**config.mk**
```make
export PLATFORM = sky130hd
export DESIGN_NAME = cdo_ram
export DESIGN_NICKNAME = d
export VERILOG_FILES = /design/src/design/cdo_ram.sv
export SDC_FILE = /design/constraint.sdc
export NUM_CORES = 1
export LEC_CHECK = 0
export ABC_AREA = 1
export BUFFER_PORTS_ARGS = -buffer_cell sky130_fd_sc_hd__buf_2
export CAP_MARGIN = 20
export CELL_PAD_IN_SITES_DETAIL_PLACEMENT = 1
export CELL_PAD_IN_SITES_GLOBAL_PLACEMENT = 1
export CORE_MARGIN = 2
export CORE_UTILIZATION = 47
export DETAILED_ROUTE_END_ITERATION = 6
export PLACE_DENSITY = 0.7
export SLEW_MARGIN = 15
export SYNTH_ARGS = -nofsm -noshare
export SYNTH_HDL_FRONTEND = slang
export SYNTH_SLANG_ARGS = --single-unit
```
**constraint.sdc**
```tcl
create_clock -name clk -period 4.2 [get_ports clk]
set_input_delay 0.21 -clock clk [delete_from_list [all_inputs] [get_ports clk]]
set_output_delay 0.21 -clock clk [all_outputs]
set_load 0.02 [all_outputs]
```
**src/design/cdo_ram.sv**
```systemverilog
// Generic single-write, single-read RAM with registered read data.
module cdo_ram #(
	parameter int WIDTH = 32,
	parameter int DEPTH = 32
) (
	input  logic                     clk,
	input  logic                     we,
	input  logic [$clog2(DEPTH)-1:0] waddr,
	input  logic [WIDTH-1:0]         wdata,
	input  logic [$clog2(DEPTH)-1:0] raddr,
	output logic [WIDTH-1:0]         rdata
);

	logic [WIDTH-1:0] mem [DEPTH];

	always_ff @(posedge clk) begin
		if (we) begin
			mem[waddr] <= wdata;
		end
		rdata <= mem[raddr];
	end

endmodule

```
; ---- Word level (Yosys, flattened, before mapping)
; Memories as Yosys holds them, arrays and structs flattened. A register that Yosys moved wholly into a read port is not among the register bits.
; Cells that the tools add are included.
[totals]
ff_bits = 0
mem_bits_rw = 1024
inputBits = 44
output_inout_bits = 32
word_cells = 3
n_memories = 1
[mem_list]
columns = memory, depth, width, read_ports, rd_ports_with_merged_regs, write_ports, line_no
row1 = mem, 32, 32, 1, 1, 1, 14  ; logic [WIDTH-1:0] mem [DEPTH];
[classes]
mux = 2
[op_table]
columns = op, count
row1 = $mux W1, 2

; ---- Longest topological paths before layout
; Gate-level depths: netlist of the first run.
[logic_depth]
word_depth = 2
mapped_depth = 12
ltp_nobuf = 9

; ---- Worst setup path after synthesis of the first run
; No wires, ideal clock.
[synth_timing]
path_kind = input-to-reg
start = input waddr[0]
end = memory mem[0][0], enable pin
setup_time_ps = 421
arrival_time_ps = 1865
required_time_ps = 3779
path_slack_ps = 1914
stages = 3
path_buffers = 0
cell_sequence = inv_1 -> nand3_1 -> nor2_1
[synth_lines]
columns = item, line_no
row1 = start: declaration, 8  ; input logic [$clog2(DEPTH)-1:0] waddr,
row2 = end: declaration, 14
; No word-level cell before the write port.

==> results.yml, run 1 <==
global_route:
  overflow: 0
  grt_first_pass_wirelength_um: 193000
  grt_pass1_vias: 29500
  grt_usage: 0.280
  grt_max_degree: 171
  antenna_found_initial: 5
synthesis:
  synth_top_area_cell: "edfxtp_1"
  synth-main-ff-cell: "edfxtp_1"
  synth_area_leaders: "edfxtp_1 (73%), nand2_1 (13%), nand3_1 (9.2%)"
  avgSynthCellArea_um2: 12.0
  synth_nets: 3580
  synth_seq_cells: 1056
  async_reset_ff_frac: 0
  ys_seq_area_frac: 0.740
  yosysMostFrequentCell: "nand2_1"
  syn_inst: 3536
  synth-edff-count: 1024
  syn_area_um2: 42400
  ys_warn_count: 0
  yosys-top-cells-count: "nand2_1 (1440), edfxtp_1 (1024), nand3_1 (780)"
  synth.distinct_cells: 14
  synth_top_cell_area_share: 0.725
hold_path:
  hold_path.class: "input pin to flip-flop"
detailed_routing:
  dr_wl_met2_um: 62800
  met3WireLength_um: 8800
  firstDrtPassIters: 6
  vias: 28300
  top_layer: "met5"
  wl_met1_um: 53800
  drtAntennaViolNets: 0
  route.detailed.drc: 0
  wl_per_cell_um: 26.7
  wl_um: 130000
  viasPerCell: 5.83
  drt_iter0_markers: 2718
floorplan:
  design.core.area_um2: 89700
  die_x_um: 304
  start_util: 0.473
  rows: 110
  die_h_um: 304
  ioPinCount: 76
  die_area_um2: 92600
critical_path:
  cp.arrival_ns: 2.94
  crit_required_ns: 4.75
  end_kind: "flip-flop"
  start_kind: "input pin"
  path_max_fanout: 48
  critical_path_class: "input pin to flip-flop"
timing:
  rsz0062_at_grt: "no"
  tns_ns: 0
  drv_slew: 0
  setup_viol: 0
  relSlewSlack: 0.235
  finalHoldViolCount: 0
  fmax_mhz: 419
  fin_crit_sh: 0.568
  tightest_slew_ns: 1.15
  period_needed_ns: 2.39
  fin_skew_ns: 0.0185
clock_network:
  clock_latency_ns: 0.68
  htree_levels: 3
  cts_max_path_buffers: 3
  cts-root-buf: "clkbuf_16"
  cts.clk_slew.worst_paths_ns: 0.06
  cts_tree: "built"
  cts_sinks: 1056
  cts_made_buffers: 110
  postCtsResizedCells: 0
layout:
  syn_to_final_growth_pct: 11.5
  layout.nets: 3624
  post-route-util: 0.527
  drive_gt1_frac: 0.0888
  antenna_cells: 0
pwr:
  power_leakage_nw: 17.3
  comb_power_share: 0.067
  peakVddDrop_uv: 490
  p_sw_mw: 5.22
  pwr-share-clk: 0.409
  power_frac_seq: 0.523
  netSwitchingFraction: 0.232
  power_density_nw_per_um2: 476
  power.internal_mw: 17.3
run_status:
  status: "finished clean"
placement:
  place.gp.congestion: 0.828
  dp_hpwl_um: 74900
  io_buffers: 75
job:
  cap_violations: 0
==> critical path, stage by stage <==
cell,delay (ns)
dlygate4sd3_1,0.56
buf_4,0.31
clkinv_2,0.95
buf_4,0.57
nand2_1,0.10
nand2_1,0.06
nand2_1,0.06
nand2_1,0.09
==> sequential cells by signal, indices dropped and copies added, names as in the netlist <==
signal  cells
mem      1024
rdata      32
==> placed cells by master (no fill, tap or decap) <==
cell           synthesis  layout
clkbuf_16              0     113
buf_16                 0       4
nor2_4                 0      32
inv_16                 0       1
nand2_1             1440    1440
inv_1                  7       5
edfxtp_1            1024    1024
clkinv_1               0      27
clkbuf_1              24      35
clkinv_8               0       1
buf_2                 83      71
buf_6                 66       1
inv_6                  0       3
bufinv_16              0       4
dfxtp_1               32      32
buf_12                 0      23
clkinv_2               0      18
buf_4                 24      47
dlygate4sd3_1          0       2
clkinv_4               0       1
nand3_1              780     780
buf_8                  3       2
clkbuf_8               0       5
==> path summary, 6_finish.rpt <==
| path | startpoint | to | slack [ns] | depth (start not counted) |
|---|---|---|---|---|
| worst min-delay path | wdata[4] | mem[12][4]$_DFFE_PP_ | 0.10 | 1 |
| worst max-delay path | raddr[3] | rdata[12]$_DFF_P_ | 1.81 | 8 |
| worst min register to register | mem[0][6]$_DFFE_PP_ | rdata[6]$_DFF_P_ | 0.79 | 8 |
| worst max register to register | mem[29][18]$_DFFE_PP_ | rdata[18]$_DFF_P_ | 2.68 | 8 |
==> power groups by stage <==
stage,clock network (mW),logic (mW),registers [mW]
floorplan,0,0.806,12.0
global placement,0,1.45,12.0
detailed placement,0,1.50,12.0
CTS,9.35,1.51,11.8
global route,9.73,1.64,11.8
finish,9.22,1.52,11.8
==> timing repair <==
action                    4_1_cts  5_1_grt
buffers inserted                0        0
hold endpoints to repair       10        0
hold buffers                    2        0
==> routing by layer <==
layer	vias up	global-route usage
li1	12400	-
met1	14600	0.379
met2	995	0.465
met3	221	0.0423
met4	4	0.0929
met5	-	0
==> metrics by stage <==
step	setup WS, ns	power (mW)	instances	instance area [µm²]	hold WS, ns
CTS	1.89	22.6	4847	47300	0.0596
finish	1.81	22.5	4847	47300	0.100
floorplan	1.91	12.8	3536	42400	0.309
global route	1.78	23.2	4847	47300	0.105
detailed placement	1.41	13.5	4642	43900	0.630
global placement	1.45	13.5	4630	43700	0.636
==> kinds of logic after synthesis <==
logic type,after synthesis,synth area share
DFF,1056,0.740
buffers and inverters,228,0.0374
and+or+nand+nor,2252,0.222
==> final cells by class <==
class	count	area, µm²
tap	1176	1470
clock buffer	153	3030
sequential	1056	31400
fill	9166	42400
timing repair buffer	150	1340
inverter	10	72.6
clock inverter	50	329
multi-input combinational	2252	9670
Power figures use the tool's default switching activity.
==> inputs of run 2 (changes only) <==
--- a/config.mk
+++ b/config.mk
@@ -5,7 +5,7 @@
 export SDC_FILE = /design/constraint.sdc
 export NUM_CORES = 1
 export LEC_CHECK = 0
-export ABC_AREA = 1
+export ABC_AREA = 0
 export BUFFER_PORTS_ARGS = -buffer_cell sky130_fd_sc_hd__buf_2
 export CAP_MARGIN = 20
 export CELL_PAD_IN_SITES_DETAIL_PLACEMENT = 1
@@ -13,7 +13,7 @@
 export CORE_MARGIN = 2
 export CORE_UTILIZATION = 47
 export DETAILED_ROUTE_END_ITERATION = 6
-export PLACE_DENSITY = 0.7
+export PLACE_DENSITY = 0.67
 export SLEW_MARGIN = 15
 export SYNTH_ARGS = -nofsm -noshare
 export SYNTH_HDL_FRONTEND = slang
==> constraint.sdc (replaced) <==
create_clock -name clk -period 2.35 [get_ports clk]
set_input_delay 0.1175 -clock clk [delete_from_list [all_inputs] [get_ports clk]]
set_output_delay 0.1175 -clock clk [all_outputs]
set_load 0.02 [all_outputs]
==> run 2 against run 1 <==
Against the previous run:
- first-iteration DRC count shrank 31%
- via count decreased by 23%
- synthesized cell count decreased by 36%
- die area decreased by 4.5%
- utilization is 2.4 points higher
- non-clock buffer count up 71
- sequential share of layout area grew 0.44 points
- final area shrank 0.66%
- clock skew rose by 0.0048 ns
- largest cell class unchanged
- clock power rose by 74%
- routed wire length fell by 18%
- largest power group unchanged
- register-to-register slack got worse by 1.9 ns
==> results.yml, run 2 <==
floorplan:
  ioPinCount: 76
  design.core.area_um2: 85300
  die_x_um: 297
  die_area_um2: 88500
  rows: 107
  start_util: 0.475
  die_h_um: 297
detailed_routing:
  viasPerCell: 5.88
  wl_per_cell_um: 28.8
  vias: 21700
  route.detailed.drc: 0
  wl_um: 107000
  firstDrtPassIters: 5
  drt_iter0_markers: 1877
  drtAntennaViolNets: 0
synthesis:
  synth_seq_cells: 1056
  syn_inst: 2260
  synth_top_area_cell: "edfxtp_1"
  synth_area_leaders: "edfxtp_1 (76%), mux2i_1 (13%), a22oi_1 (1.8%)"
  avgSynthCellArea_um2: 17.9
  synth-main-ff-cell: "edfxtp_1"
  synth_top_cell_area_share: 0.760
  ys_seq_area_frac: 0.775
  yosys-top-cells-count: "edfxtp_1 (1024), mux2i_1 (512), nand2_1 (98), nand3_1 (98)"
  yosysMostFrequentCell: "edfxtp_1"
  synth-edff-count: 1024
  synth_nets: 2304
  async_reset_ff_frac: 0
  syn_area_um2: 40500
  ys_warn_count: 0
  synth.distinct_cells: 25
global_route:
  grt_max_degree: 54
  grt_first_pass_wirelength_um: 155000
  antenna_found_initial: 4
  overflow: 0
  grt_pass1_vias: 22900
  grt_usage: 0.240
clock_network:
  postCtsResizedCells: 0
  cts_sinks: 1056
  cts_made_buffers: 106
  postCtsSetupBuffers: 0
  postCtsHoldBufs: 29
  cts_tree: "built"
  cts.clk_slew.worst_paths_ns: 0.06
  cts_max_path_buffers: 3
  clock_latency_ns: 0.67
  htree_levels: 3
  cts-root-buf: "clkbuf_16"
layout:
  register_area_um2: 31400
  top_regs: "mem x1024, rdata x32"
  layout.nets: 2506
  final_cell_mix: "edfxtp_1 (1024), mux2i_1 (512), clkbuf_16 (109)"
  mostFrequentLayoutCell: "edfxtp_1"
  largest_reg_flops: 1024
  top_register: "mem"
  nFillCells: 7627
  multi_input_area_um2: 8610
  post-route-util: 0.551
  drive_gt1_frac: 0.147
  syn_to_final_growth_pct: 16.1
critical_path:
  worst-path-buf-inv: 1
  critPathTopFamily: "flip-flops"
  start_kind: "flip-flop"
  path_max_fanout: 1
  end_kind: "output pin"
  crit_chain: "buf_2"
  cp.arrival_ns: 1.45
  cp_slowest_stage_delay_ns: 0.56
  cp_slowest_cell: "dfxtp_1"
  critical_path_class: "flip-flop to output pin"
  crit_required_ns: 2.23
run_status:
  status: "finished clean"
pwr:
  pwr-share-clk: 0.408
  peakVddDrop_uv: 565
  p_total_mw: 39.3
  power_leakage_nw: 16.4
  power.internal_mw: 30.8
  comb_power_share: 0.056
  power_density_nw_per_um2: 836
  p_sw_mw: 8.51
  netSwitchingFraction: 0.216
  power_frac_seq: 0.536
timing:
  relSlewSlack: 0.562
  fmax_mhz: 638
  fin_crit_sh: 0.667
  tightest_slew_ns: 0.656
  fin_skew_ns: 0.0234
  setup_viol: 0
  fin_hold_ws_ns: 0.0226
  fin_ws_ns: 0.782
  rsz0062_at_grt: "no"
  drv_slew: 0
  finalHoldViolCount: 0
  period_needed_ns: 1.57
  tns_ns: 0
placement:
  dp_hpwl_um: 59500
  io_buffers: 75
  place.gp.congestion: 0.761
  place_ws_ns: 0.222
job:
  cap_violations: 0
hold_path:
  hold_path.class: "input pin to flip-flop"
-- run 2: power by group through the flow --
stage	logic [mW]	registers [mW]	clock network, mW
floorplan	1.08	21.5	0
global placement	2.10	21.4	0
detailed placement	2.16	21.5	0
CTS	2.22	21.1	16.3
global route	2.35	21.1	17.0
finish	2.20	21.1	16.0
-- run 2: cell type report --
| class | instances | share of cell area |
|---|---|---|
| diodes | 1 | 0.0000533 |
| clock buffers | 144 | 0.0619 |
| clock inverters | 53 | 0.00807 |
| multi-input cells | 1077 | 0.183 |
| flip-flops and latches | 1056 | 0.668 |
| well taps | 1144 | 0.0305 |
| repair buffers | 221 | 0.0482 |
-- run 2: logic make-up after synthesis --
family	share of synthesized area
and+or+nand+nor	0.0310
DFF	0.775
muxes	0.127
buffers and inverters	0.0186
AOI/OAI and AO/OA	0.0485
-- run 2: path summary, 6_finish.rpt --
path / depth (start not counted) / from / endpoint / slack (ns)
setup / recovery: 1 / rdata[14]$_DFF_P_ / rdata[14] / 0.78
setup reg to reg: 5 / mem[5][21]$_DFFE_PP_ / rdata[21]$_DFF_P_ / 0.81
hold / removal: 1 / wdata[28] / mem[4][28]$_DFFE_PP_ / 0.02
hold reg to reg: 4 / mem[10][2]$_DFFE_PP_ / rdata[2]$_DFF_P_ / 0.60
-- run 2: worst register-to-register path: cells and delay by family (launching register included) --
family             cells  cell delay, ns
muxes                  1            0.16
and+or+nand+nor        2            0.23
AOI/OAI and AO/OA      2            0.60
DFF                    1            0.38
-- run 2: per-layer routing --
metal / vias to the layer above / track usage / share of wire
li1: 9403 / - / -
met1: 11500 / 0.321 / 0.42
met2: 599 / 0.401 / 0.50
met3: 176 / 0.0388 / 0.050
met4: 2 / 0.0780 / 0.029
met5: - / 0 / 0.00012
-- run 2: stage by stage --
stage	std cells	area, µm²
floorplan	2260	40500
global placement	3469	43400
detailed placement	3469	43400
CTS	3695	47000
global route	3696	47000
finish	3696	47000
